$ cat config.mk
export PLATFORM = sky130hd
export DESIGN_NAME = earliest_free_server_dispatch_unit
export DESIGN_NICKNAME = d
export VERILOG_FILES = /design/src/design/efsd_pkg.sv /design/src/design/earliest_free_server_dispatch_unit.sv /design/src/design/efsd_ctrl.sv /design/src/design/efsd_datapath.sv
export SDC_FILE = /design/constraint.sdc
export NUM_CORES = 1
export LEC_CHECK = 0
export BUFFER_PORTS_ARGS = -buffer_cell sky130_fd_sc_hd__clkbuf_2
export CORE_ASPECT_RATIO = 1.4
export CORE_UTILIZATION = 45
export CTS_BUF_LIST = sky130_fd_sc_hd__clkbuf_8 sky130_fd_sc_hd__clkbuf_16
export DETAILED_ROUTE_END_ITERATION = 7
export GPL_ROUTABILITY_DRIVEN = 1
export PLACE_DENSITY = 0.61
export SETUP_SLACK_MARGIN = 0.2
export SYNTH_ARGS = -nofsm -noshare
export SYNTH_HDL_FRONTEND = slang
export SYNTH_SLANG_ARGS = --single-unit
$ cat constraint.sdc
create_clock -name clk -period 10.4 [get_ports clk]
set_input_delay 3.12 -clock clk [delete_from_list [all_inputs] [get_ports clk]]
set_output_delay 3.12 -clock clk [all_outputs]
set_load 0.02 [all_outputs]
$ cat src/design/efsd_pkg.sv
// ----------------------------------------------------------------------------
// efsd_pkg
// shared constants and controller/datapath interface types for the
// earliest free server dispatch unit
// ----------------------------------------------------------------------------
package efsd_pkg;

    localparam int SERVERS_DEFAULT        = 16;
    localparam int FREE_TIME_BITS_DEFAULT = 48;

    localparam int SERVER_COUNT_BITS = 5;
    localparam int INDEX_BITS        = 4;
    localparam int SERVICE_BITS      = 16;
    localparam int START_BITS        = 48;
    localparam int PADDR_BITS        = 3;
    localparam int PDATA_BITS        = 32;

    localparam logic [SERVER_COUNT_BITS-1:0] SERVER_COUNT_RESET = 5'd16;

    localparam logic REG_SERVER_COUNT = 1'b0;

    localparam logic MODE_LOAD     = 1'b0;
    localparam logic MODE_DISPATCH = 1'b1;

    typedef struct packed {
        logic clr_en;
        logic latch;
        logic load_en;
        logic scan_rd;
        logic fetch;
        logic update;
    } cmd_t;

    typedef struct packed {
        logic clr_last;
        logic scan_last;
    } status_t;

endpackage

$ cat src/design/earliest_free_server_dispatch_unit.sv
// ----------------------------------------------------------------------------
// earliest_free_server_dispatch_unit
// picks the active server with the least free time (lowest index on a tie),
// reports it with its start time and advances its free time, saturating
// ----------------------------------------------------------------------------
// channel   handshake                      word
// input     start, busy                    mode, server_index, service_time
// result    done (one-cycle strobe)        chosen_server, start_time, saturated
// config    psel, penable, pwrite, pready  paddr, pwdata, prdata
//
// a load passes through the LOAD state and then returns to idle
// a dispatch runs the scan (one free time memory read per active server),
// then the DRAIN, FETCH and UPDATE states; done is high in the cycle busy drops
// after reset a clearing pass over every server entry keeps busy high
// results are never stalled; done marks each for exactly one cycle
// ----------------------------------------------------------------------------
module earliest_free_server_dispatch_unit
#(
    parameter int SERVERS        = efsd_pkg::SERVERS_DEFAULT,
    parameter int FREE_TIME_BITS = efsd_pkg::FREE_TIME_BITS_DEFAULT
)
(
    input  logic                                 clk,
    input  logic                                 rst_n,
    input  logic                                 start,
    output logic                                 busy,
    input  logic                                 mode,
    input  logic [efsd_pkg::INDEX_BITS-1:0]      server_index,
    input  logic [efsd_pkg::SERVICE_BITS-1:0]    service_time,
    output logic                                 done,
    output logic [efsd_pkg::INDEX_BITS-1:0]      chosen_server,
    output logic [efsd_pkg::START_BITS-1:0]      start_time,
    output logic                                 saturated,
    input  logic                                 psel,
    input  logic                                 penable,
    input  logic                                 pwrite,
    input  logic [efsd_pkg::PADDR_BITS-1:0]      paddr,
    input  logic [efsd_pkg::PDATA_BITS-1:0]      pwdata,
    output logic [efsd_pkg::PDATA_BITS-1:0]      prdata,
    output logic                                 pready
);

    efsd_pkg::cmd_t    cmd;
    efsd_pkg::status_t status;

    logic [efsd_pkg::SERVER_COUNT_BITS-1:0] server_count_reg;
    logic                                   reg_hit;

    assign pready  = 1'b1;
    assign reg_hit = paddr[2] == efsd_pkg::REG_SERVER_COUNT;
    assign prdata  = reg_hit ? efsd_pkg::PDATA_BITS'(server_count_reg) : '0;

    always_ff @(posedge clk or negedge rst_n)
    begin
        if (!rst_n)
        begin
            server_count_reg <= efsd_pkg::SERVER_COUNT_RESET;
        end
        else if (psel && penable && pwrite && pready && reg_hit)
        begin
            server_count_reg <= pwdata[efsd_pkg::SERVER_COUNT_BITS-1:0];
        end
    end

    efsd_ctrl u_ctrl
    (
        .clk    (clk),
        .rst_n  (rst_n),
        .start  (start),
        .mode   (mode),
        .status (status),
        .cmd    (cmd),
        .busy   (busy)
    );

    efsd_datapath
    #(
        .SERVERS        (SERVERS),
        .FREE_TIME_BITS (FREE_TIME_BITS)
    )
    u_datapath
    (
        .clk           (clk),
        .rst_n         (rst_n),
        .cmd           (cmd),
        .status        (status),
        .server_count  (server_count_reg),
        .server_index  (server_index),
        .service_time  (service_time),
        .done          (done),
        .chosen_server (chosen_server),
        .start_time    (start_time),
        .saturated     (saturated)
    );

    // a result always closes a busy period
    a_done_after_busy: assert property (@(posedge clk) disable iff (!rst_n)
        done |-> ($past(busy) && !busy))
        else $error("result without preceding work");

    // a load gives no result
    a_load_silent: assert property (@(posedge clk) disable iff (!rst_n)
        (start && !busy && mode == efsd_pkg::MODE_LOAD) |=> !done)
        else $error("result after load");

    // strobe lasts one cycle
    a_done_single: assert property (@(posedge clk) disable iff (!rst_n)
        done |=> !done)
        else $error("result strobe longer than one cycle");

endmodule

$ cat src/design/efsd_ctrl.sv
// ----------------------------------------------------------------------------
// efsd_ctrl
// sequencer: clearing pass after reset, load, scan for the earliest free
// server, service time fetch and free time update
// ----------------------------------------------------------------------------
module efsd_ctrl
(
    input  logic             clk,
    input  logic             rst_n,
    input  logic             start,
    input  logic             mode,
    input  efsd_pkg::status_t status,
    output efsd_pkg::cmd_t   cmd,
    output logic             busy
);

    typedef enum logic [6:0] {
        ST_CLEAR  = 7'b0000001,
        ST_IDLE   = 7'b0000010,
        ST_LOAD   = 7'b0000100,
        ST_SCAN   = 7'b0001000,
        ST_DRAIN  = 7'b0010000,
        ST_FETCH  = 7'b0100000,
        ST_UPDATE = 7'b1000000
    } state_t;

    state_t state_reg;
    state_t state_next;

    always_ff @(posedge clk or negedge rst_n)
    begin
        if (!rst_n)
        begin
            state_reg <= ST_CLEAR;
        end
        else
        begin
            state_reg <= state_next;
        end
    end

    always_comb
    begin
        state_next = state_reg;
        cmd        = '0;
        busy       = 1'b1;
        unique case (state_reg)
            ST_CLEAR:
            begin
                cmd.clr_en = 1'b1;
                if (status.clr_last)
                begin
                    state_next = ST_IDLE;
                end
            end
            ST_IDLE:
            begin
                busy = 1'b0;
                if (start)
                begin
                    cmd.latch = 1'b1;
                    if (mode == efsd_pkg::MODE_LOAD)
                    begin
                        state_next = ST_LOAD;
                    end
                    else
                    begin
                        state_next = ST_SCAN;
                    end
                end
            end
            ST_LOAD:
            begin
                cmd.load_en = 1'b1;
                state_next  = ST_IDLE;
            end
            ST_SCAN:
            begin
                cmd.scan_rd = 1'b1;
                if (status.scan_last)
                begin
                    state_next = ST_DRAIN;
                end
            end
            ST_DRAIN:
            begin
                state_next = ST_FETCH;
            end
            ST_FETCH:
            begin
                cmd.fetch  = 1'b1;
                state_next = ST_UPDATE;
            end
            ST_UPDATE:
            begin
                cmd.update = 1'b1;
                state_next = ST_IDLE;
            end
            default:
            begin
                state_next = ST_CLEAR;
            end
        endcase
    end

endmodule

$ cat src/design/efsd_datapath.sv
// ----------------------------------------------------------------------------
// efsd_datapath
// service and free time memories, scan counter, running minimum and
// saturating free time update
// ----------------------------------------------------------------------------
module efsd_datapath
#(
    parameter int SERVERS        = efsd_pkg::SERVERS_DEFAULT,
    parameter int FREE_TIME_BITS = efsd_pkg::FREE_TIME_BITS_DEFAULT
)
(
    input  logic                                   clk,
    input  logic                                   rst_n,
    input  efsd_pkg::cmd_t                         cmd,
    output efsd_pkg::status_t                      status,
    input  logic [efsd_pkg::SERVER_COUNT_BITS-1:0] server_count,
    input  logic [efsd_pkg::INDEX_BITS-1:0]        server_index,
    input  logic [efsd_pkg::SERVICE_BITS-1:0]      service_time,
    output logic                                   done,
    output logic [efsd_pkg::INDEX_BITS-1:0]        chosen_server,
    output logic [efsd_pkg::START_BITS-1:0]        start_time,
    output logic                                   saturated
);

    localparam int IDX_BITS = (SERVERS > 1) ? $clog2(SERVERS) : 1;

    logic [FREE_TIME_BITS-1:0]          free_mem [SERVERS];
    logic [efsd_pkg::SERVICE_BITS-1:0]  svc_mem  [SERVERS];

    logic [IDX_BITS-1:0]                cnt_reg;
    logic [efsd_pkg::INDEX_BITS-1:0]    idx_reg;
    logic [efsd_pkg::SERVICE_BITS-1:0]  svc_reg;
    logic [FREE_TIME_BITS-1:0]          free_rd_reg;
    logic                               rd_vld_reg;
    logic [IDX_BITS-1:0]                rd_idx_reg;
    logic [IDX_BITS-1:0]                best_idx_reg;
    logic [FREE_TIME_BITS-1:0]          best_val_reg;
    logic [efsd_pkg::SERVICE_BITS-1:0]  svc_rd_reg;
    logic                               done_reg;
    logic [efsd_pkg::INDEX_BITS-1:0]    chosen_reg;
    logic [efsd_pkg::START_BITS-1:0]    start_reg;
    logic                               sat_reg;

    logic [31:0]                        sc_ext;
    logic [31:0]                        last_ext;
    logic [IDX_BITS-1:0]                last_idx;
    logic [31:0]                        idx_ext;
    logic                               idx_ok;
    logic [IDX_BITS-1:0]                load_addr;
    logic [FREE_TIME_BITS:0]            sum;
    logic                               sum_sat;
    logic [FREE_TIME_BITS-1:0]          free_next;
    logic [63:0]                        best_val_ext;
    logic [31:0]                        best_idx_ext;
    logic                               take;

    // clamp active count to 1..SERVERS
    always_comb
    begin
        sc_ext = 32'(server_count);
        priority if (sc_ext == 32'd0)
        begin
            last_ext = 32'd0;
        end
        else if (sc_ext > 32'(SERVERS))
        begin
            last_ext = 32'(SERVERS - 1);
        end
        else
        begin
            last_ext = sc_ext - 32'd1;
        end
    end
    assign last_idx = last_ext[IDX_BITS-1:0];

    assign idx_ext   = 32'(idx_reg);
    assign idx_ok    = idx_ext < 32'(SERVERS);
    assign load_addr = idx_ext[IDX_BITS-1:0];

    assign status.clr_last  = cnt_reg == IDX_BITS'(SERVERS - 1);
    assign status.scan_last = cnt_reg == last_idx;

    assign sum       = {1'b0, best_val_reg} + (FREE_TIME_BITS + 1)'(svc_rd_reg);
    assign sum_sat   = sum[FREE_TIME_BITS];
    assign free_next = sum_sat ? '1 : sum[FREE_TIME_BITS-1:0];

    assign best_val_ext = 64'(best_val_reg);
    assign best_idx_ext = 32'(best_idx_reg);

    // strict less-than keeps the lowest index on a tie
    assign take = (rd_idx_reg == '0) || (free_rd_reg < best_val_reg);

    always_ff @(posedge clk or negedge rst_n)
    begin
        if (!rst_n)
        begin
            cnt_reg    <= '0;
            rd_vld_reg <= 1'b0;
            done_reg   <= 1'b0;
        end
        else
        begin
            rd_vld_reg <= cmd.scan_rd;
            done_reg   <= cmd.update;
            if (cmd.latch)
            begin
                cnt_reg <= '0;
            end
            else if (cmd.clr_en || cmd.scan_rd)
            begin
                cnt_reg <= cnt_reg + IDX_BITS'(1);
            end
        end
    end

    always_ff @(posedge clk)
    begin
        if (cmd.latch)
        begin
            idx_reg <= server_index;
            svc_reg <= service_time;
        end
        if (cmd.scan_rd)
        begin
            rd_idx_reg <= cnt_reg;
        end
        if (rd_vld_reg && take)
        begin
            best_idx_reg <= rd_idx_reg;
            best_val_reg <= free_rd_reg;
        end
        if (cmd.update)
        begin
            chosen_reg <= best_idx_ext[efsd_pkg::INDEX_BITS-1:0];
            start_reg  <= best_val_ext[efsd_pkg::START_BITS-1:0];
            sat_reg    <= sum_sat;
        end
    end

    // free time memory
    always_ff @(posedge clk)
    begin
        if (cmd.clr_en)
        begin
            free_mem[cnt_reg] <= '0;
        end
        else if (cmd.load_en && idx_ok)
        begin
            free_mem[load_addr] <= '0;
        end
        else if (cmd.update)
        begin
            free_mem[best_idx_reg] <= free_next;
        end
        if (cmd.scan_rd)
        begin
            free_rd_reg <= free_mem[cnt_reg];
        end
    end

    // service time memory
    always_ff @(posedge clk)
    begin
        if (cmd.clr_en)
        begin
            svc_mem[cnt_reg] <= '0;
        end
        else if (cmd.load_en && idx_ok)
        begin
            svc_mem[load_addr] <= svc_reg;
        end
        if (cmd.fetch)
        begin
            svc_rd_reg <= svc_mem[best_idx_reg];
        end
    end

    assign done          = done_reg;
    assign chosen_server = chosen_reg;
    assign start_time    = start_reg;
    assign saturated     = sat_reg;

endmodule

; ---- Yosys cells after proc, flatten, opt, wreduce, memory -nomap -nowiden
; Memory sizes are Yosys's and may differ from the RTL's. A register that Yosys moved wholly into a read port is not among the register bits.
; Cells that the tools add are included.
[word_totals]
register_bits = 147
ram_bits = 1024
input_bits = 62
out_inout_bits = 88
memories = 2
[mem_list]
columns = name, words, word_bits, read_ports, rd_ports_with_merged_regs, wr, line_no
row1 = u_datapath.free_mem, 16, 48, 1, 1, 1, efsd_datapath.sv:27  ; logic [FREE_TIME_BITS-1:0] free_mem [SERVERS];
row2 = u_datapath.svc_mem, 16, 16, 1, 1, 1, efsd_datapath.sv:28  ; logic [efsd_pkg::SERVICE_BITS-1:0] svc_mem [SERVERS];
[op_classes]
add_sub_neg = 3
n_lt_le_gt_ge = 3
n_eq_ne = 12
muxes = 37
bitwise_logic = 1
n_reduce_logical = 15
[op_table]
columns = operator, count
row1 = $mux W48, 3
row2 = $reduce_or A48 Y1, 2
row3 = $add A48 B16 Y49, 1
row4 = $lt A48 B48 Y1, 1
row5 = $pmux W7 S6, 1
row6 = $mux W4, 8
row7 = $mux W7, 3
row8 = $mux W1, 20
row9 = $mux W16, 1
row10 = $reduce_or A16 Y1, 1
row11 = $eq A7 B1 Y1 const B, 1
row12 = $eq A7 B2 Y1 const B, 1
row13 = $eq A7 B3 Y1 const B, 1
row14 = $eq A7 B4 Y1 const B, 1
row15 = $eq A7 B5 Y1 const B, 1
row16 = $eq A7 B6 Y1 const B, 1
row17 = $eq A7 B7 Y1 const B, 1
row18 = $ne A2 B2 Y1 const B, 3
row19 = $gt A5 B5 Y1 const B, 1
row20 = $logic_and A1 B1 Y1, 5
row21 = $logic_not A5 Y1, 1
row22 = $lt A4 B5 Y1 const B, 1
row23 = $mux W5, 1
row24 = $add A4 B1 Y4 const B, 1
row25 = other kinds (9), 10

; ---- Logic depth before layout (Yosys ltp)
[depth]
word_depth = 9
mapped_depth = 11

; ---- Cells and area by module
; A second synthesis with hierarchy kept.
[hier_totals]
cells_unflattened = 2261
area_unflattened_um2 = 48833.1
[modules_own_cells]
columns = mod, n_inst, cells_each, area_per_inst_um2, seq_area_each_um2
row1 = efsd_datapath, 1, 2170, 47917.2, 36695.2
row2 = earliest_free_server_dispatch_unit, 1, 46, 467.9, 126.4
row3 = efsd_ctrl, 1, 45, 447.9, 176.4

; ---- Worst setup path before layout
; OpenSTA, ideal clock, no wires.
[synth_path]
path_kind = in2out
startpoint = input paddr[2] (netlist name)
endpoint = output prdata[2] (netlist name)
arrival_ns = 3.424
t_required_ns = 7.280
slack_ns = 3.856
path_stages = 1
n_path_buf = 0
cell_sequence = nor2b_1
[synth_between]
elab_chain_len = 1
[synth_rtl]
columns = item, line_no
row1 = start: declaration, earliest_free_server_dispatch_unit.sv:37  ; input logic [efsd_pkg::PADDR_BITS-1:0] paddr,
row2 = $mux W5, earliest_free_server_dispatch_unit.sv:51  ; assign prdata = reg_hit ? efsd_pkg::PDATA_BITS'(server_count_reg) : '0;
row3 = end: declaration, earliest_free_server_dispatch_unit.sv:39  ; output logic [efsd_pkg::PDATA_BITS-1:0] prdata,
; No other way between the ends.

; ---- Worst setup path in the final report
; Same ends and word-level chain as after synthesis.

==> metrics.log <==
INFO  metric floorplan.rows = 142
INFO  metric drt-wirelength-per-cell = about 29 µm
INFO  metric clockRootBuffer = clkbuf_16
INFO  metric place.port_buffers = 92
INFO  metric insertion_delay = 720 ps
INFO  metric setup_violations = 0
INFO  metric grt_pass1_vias = 24580
INFO  metric number_of_enable_flip_flop_cells_after_synthesis = ~1200
INFO  metric p_int = 9.472 mW
INFO  metric dp_cells = between 3000 and 4000
INFO  metric power.clock.fraction = 31.6%
INFO  metric combinationalPowerShare = 17.7%
INFO  metric p_sw = 3.302 mW
INFO  metric top_register = u_datapath.free_mem
INFO  metric cts.sinks = 1235
INFO  metric post-route-drc-count = 0
INFO  metric hold_path_class = reg -> reg
INFO  metric start_kind = primary input
INFO  metric synth-seq-area-share = 75.77%
INFO  metric min_period = 6734 ps
INFO  metric hold_viol = 0
INFO  metric holdBufCountCts = 0
INFO  metric final.setup_skew = 45.67 ps
INFO  metric ios = 150
INFO  metric required_time_of_the_critical_path = 7280 ps
INFO  metric cp.arrival = 3610 ps
INFO  metric report.final.slew_viol_count = 0
INFO  metric ys_types = 70
INFO  metric timing.critical_path.to_type = output pin
INFO  metric yosysTopAreaCell = edfxtp_1
INFO  metric cts_setup_buffers = 0
INFO  metric synth.area.top_cells = edfxtp_1 (75%), mux4_2 (15%), ha_1 (1.7%)
INFO  metric instances_no_fill = 4006
INFO  metric postSynth.asyncResetShare = under 10%
INFO  metric status = completed
INFO  metric switching_share = 25.85%
INFO  metric final_layout_size_suffix_gt1_share = 26.81%
INFO  metric pin_count_of_the_biggest_net_entering_global_routing = 143
INFO  metric largest_register_ffs = 768
INFO  metric initial_antenna_violation_count = 0
INFO  metric clkTransAtPathRegs = 60 ps
INFO  metric final_min_period_over_clock_period = 64.75%
INFO  metric yosys_register_bits = 1235
INFO  metric cts_buffers = 114
INFO  metric die-height = about 400 µm
INFO  metric gp_congestion = 0.8436
INFO  metric postSynthCellCount = ~2300
INFO  metric via_count = 23440
INFO  metric cts-resized-gates = 0
INFO  metric grt_usage = 21.30%
INFO  metric p_leak = 15.97 nW
INFO  metric max_cap_viol_count = 0
INFO  metric drt.antenna.violating_nets = 0
INFO  metric tritoncts = built
INFO  metric drt_iter0_drc = 2061
INFO  metric combined_area_of_all_synthesized_cells = 48830 µm²
INFO  metric postRouteWirelength = 114400 µm
INFO  metric ctsHtreeMaxLevel = 3
INFO  metric core_box_area = about 110000 µm²
INFO  metric max_clock_freq = about 150 MHz
INFO  metric wire_length_of_the_first_global_routing_pass = between 150000 and 200000 µm
INFO  metric power_density = 232.7 nW/µm²
INFO  metric dominantRegCellSynth = edfxtp_1
INFO  metric slew_headroom = between 10% and 20%
INFO  metric path_class = in -> out
INFO  metric vdd.ir_drop.worst = roughly 0.00021 V
INFO  metric vias_per_cell = 5.851
INFO  metric synth_largest_type_area_fraction = 74.84%
INFO  metric number_of_nets_in_the_layout = 2603
INFO  metric worstMarginPinSlew = 1291 ps
INFO  metric areaGrowthSynthToFinish = 12.41%
INFO  metric timing.critical_path.fanout_max = 6
INFO  metric synthesis.area_per_instance = 21.28 µm²
INFO  metric final.fill_count = 8522
INFO  metric die_x = 280.4 µm
INFO  metric setup-tns-final = 0 ps
INFO  metric floorplan.die_area = 109900 µm²
INFO  metric hpwlAfterDp = 64690 µm
INFO  metric rsz0062_at_grt = no
INFO  metric seq_power_share = 50.8%
INFO  metric initial_core_util = roughly 46%
INFO  metric total_of_warnings_raised_by_yosys = 0
INFO  metric globalRoute.totalOverflow = 0
INFO  metric cts_max_path_buffers = 3
INFO  metric number_of_antenna_cells_inserted = 0
INFO  metric reg.largest.list = u_datapath.free_mem x768, u_datapath.svc_mem x256
INFO  metric first_pass_iteration_count_of_the_detailed_router = 6
==> routing by layer <==
layer  part of all wire (%)  vias to the layer above  track usage (%)  wire (µm)
met4                    2.2                        0            6.011       2504
met1                     40                    12670            27.76      45690
li1                       -                     9855                -          -
met5                      0                        -                0          0
met3                    5.0                      158            2.554       5727
met2                     53                      760            37.59      60440
==> kinds of logic after synthesis <==
logic type	Yosys count	synth area share (%)
AOI/OAI and AO/OA	183	2.434
xor gates and xnor gates	34	0.6098
adders and majority gates	66	1.706
buffers and inverters	180	1.637
DFF	1235	75.77
muxes	329	14.96
other	2	0.01538
and+or+nand+nor	266	2.875
==> critical path: stages <==
cell and delay (ps):
clkbuf_2 120, nor2b_1 160, clkbuf_2 210
==> worst paths after layout <==
kind	startpoint	endpoint	depth (start not counted)	slack, ps
setup / recovery	paddr[2]	prdata[2]	3	3670
hold reg to reg	u_datapath.rd_idx_reg[3]	u_datapath.best_idx_reg[3]	0	450
hold / removal	u_datapath.rd_idx_reg[3]	u_datapath.best_idx_reg[3]	0	450
setup reg to reg	u_ctrl.state_reg[1]	u_datapath.free_mem[5][10]	9	5710
min in group asynchronous	rst_n	server_count_reg[3]	1	2370
max in group asynchronous	rst_n	u_datapath.cnt_reg[1]	1	7640
==> layout by cell type, fill, tap and decap left out, types with 5 or more instances in the layout <==
cell type	Yosys	final
o21a_1	8	8
clkinv_1	0	25
or3_1	7	7
clkinv_2	0	25
nand2_1	31	31
nor3_1	27	26
a21oi_1	64	64
nor2_4	0	16
mux4_2	320	320
buf_4	28	63
and2_1	20	20
a31oi_1	16	16
and3_1	13	13
o211ai_1	6	6
nor2_1	78	61
o21ai_0	23	23
ha_1	65	65
clkbuf_2	0	92
mux2_2	5	5
a21o_1	24	24
nor2b_1	7	7
xnor2_1	24	24
a311oi_1	7	7
nand3_1	20	20
edfxtp_1	1217	1217
nor3b_1	6	6
nand3b_1	5	5
nand2b_1	6	6
xor2_1	10	10
bufinv_16	0	8
nor4_1	8	8
nand4_1	22	22
dfrtp_1	16	12
a211o_1	5	5
inv_1	60	77
clkinvlp_4	0	6
conb_1	2	28
clkbuf_16	0	117
==> area by class of cell <==
class	count	area, µm²	area share (%)
sequential	1235	37010	67.43
multi-input combinational	906	11290	20.56
clock buffer	117	2928	5.334
tap	1440	1802	3.282
timing repair buffer	157	973.4	1.773
clock inverter	90	661.9	1.206
inverter	61	230.2	0.4194
==> power groups by stage <==
stage | logic (mW) | clock network, mW | registers, mW
after floorplan | 1.69 | 0 | 6.43
after global placement | 2.28 | 0 | 6.54
after global routing | 2.40 | 4.29 | 6.55
after detailed placement | 2.31 | 0 | 6.60
after CTS | 2.32 | 4.11 | 6.50
final | 2.26 | 4.03 | 6.48
==> synthesized netlist by cell type, types with 5 or more instances <==
cell type	n
edfxtp_1	1217
mux4_2	320
nor2_1	78
ha_1	65
a21oi_1	64
inv_1	60
clkbuf_1	53
nand2_1	31
buf_1	28
buf_4	28
nor3_1	27
a21o_1	24
xnor2_1	24
o21ai_0	23
nand4_1	22
and2_1	20
nand3_1	20
a31oi_1	16
dfrtp_1	16
and3_1	13
xor2_1	10
buf_2	9
nor4_1	8
o21a_1	8
a311oi_1	7
nor2b_1	7
or3_1	7
nand2b_1	6
nor3b_1	6
o211ai_1	6
a211o_1	5
mux2_2	5
nand3b_1	5
==> metrics by stage <==
stage / instance area (µm²) / worst slack [ps] / power (mW) / hold slack, ps / utilization [%]
global placement: 51300 / 3733 / 8.825 / 433.0 / 47.80
detailed placement: 51300 / 3688 / 8.910 / 436.4 / 47.80
global route: 54890 / 3628 / 13.23 / 459.3 / 51.15
floorplan: 48930 / 3856 / 8.118 / 416.8 / -
CTS: 54890 / 3689 / 12.92 / 446.2 / 51.15
finish: 54890 / 3666 / 12.77 / 448.9 / 51.15
(Power assumes the default switching activity.)
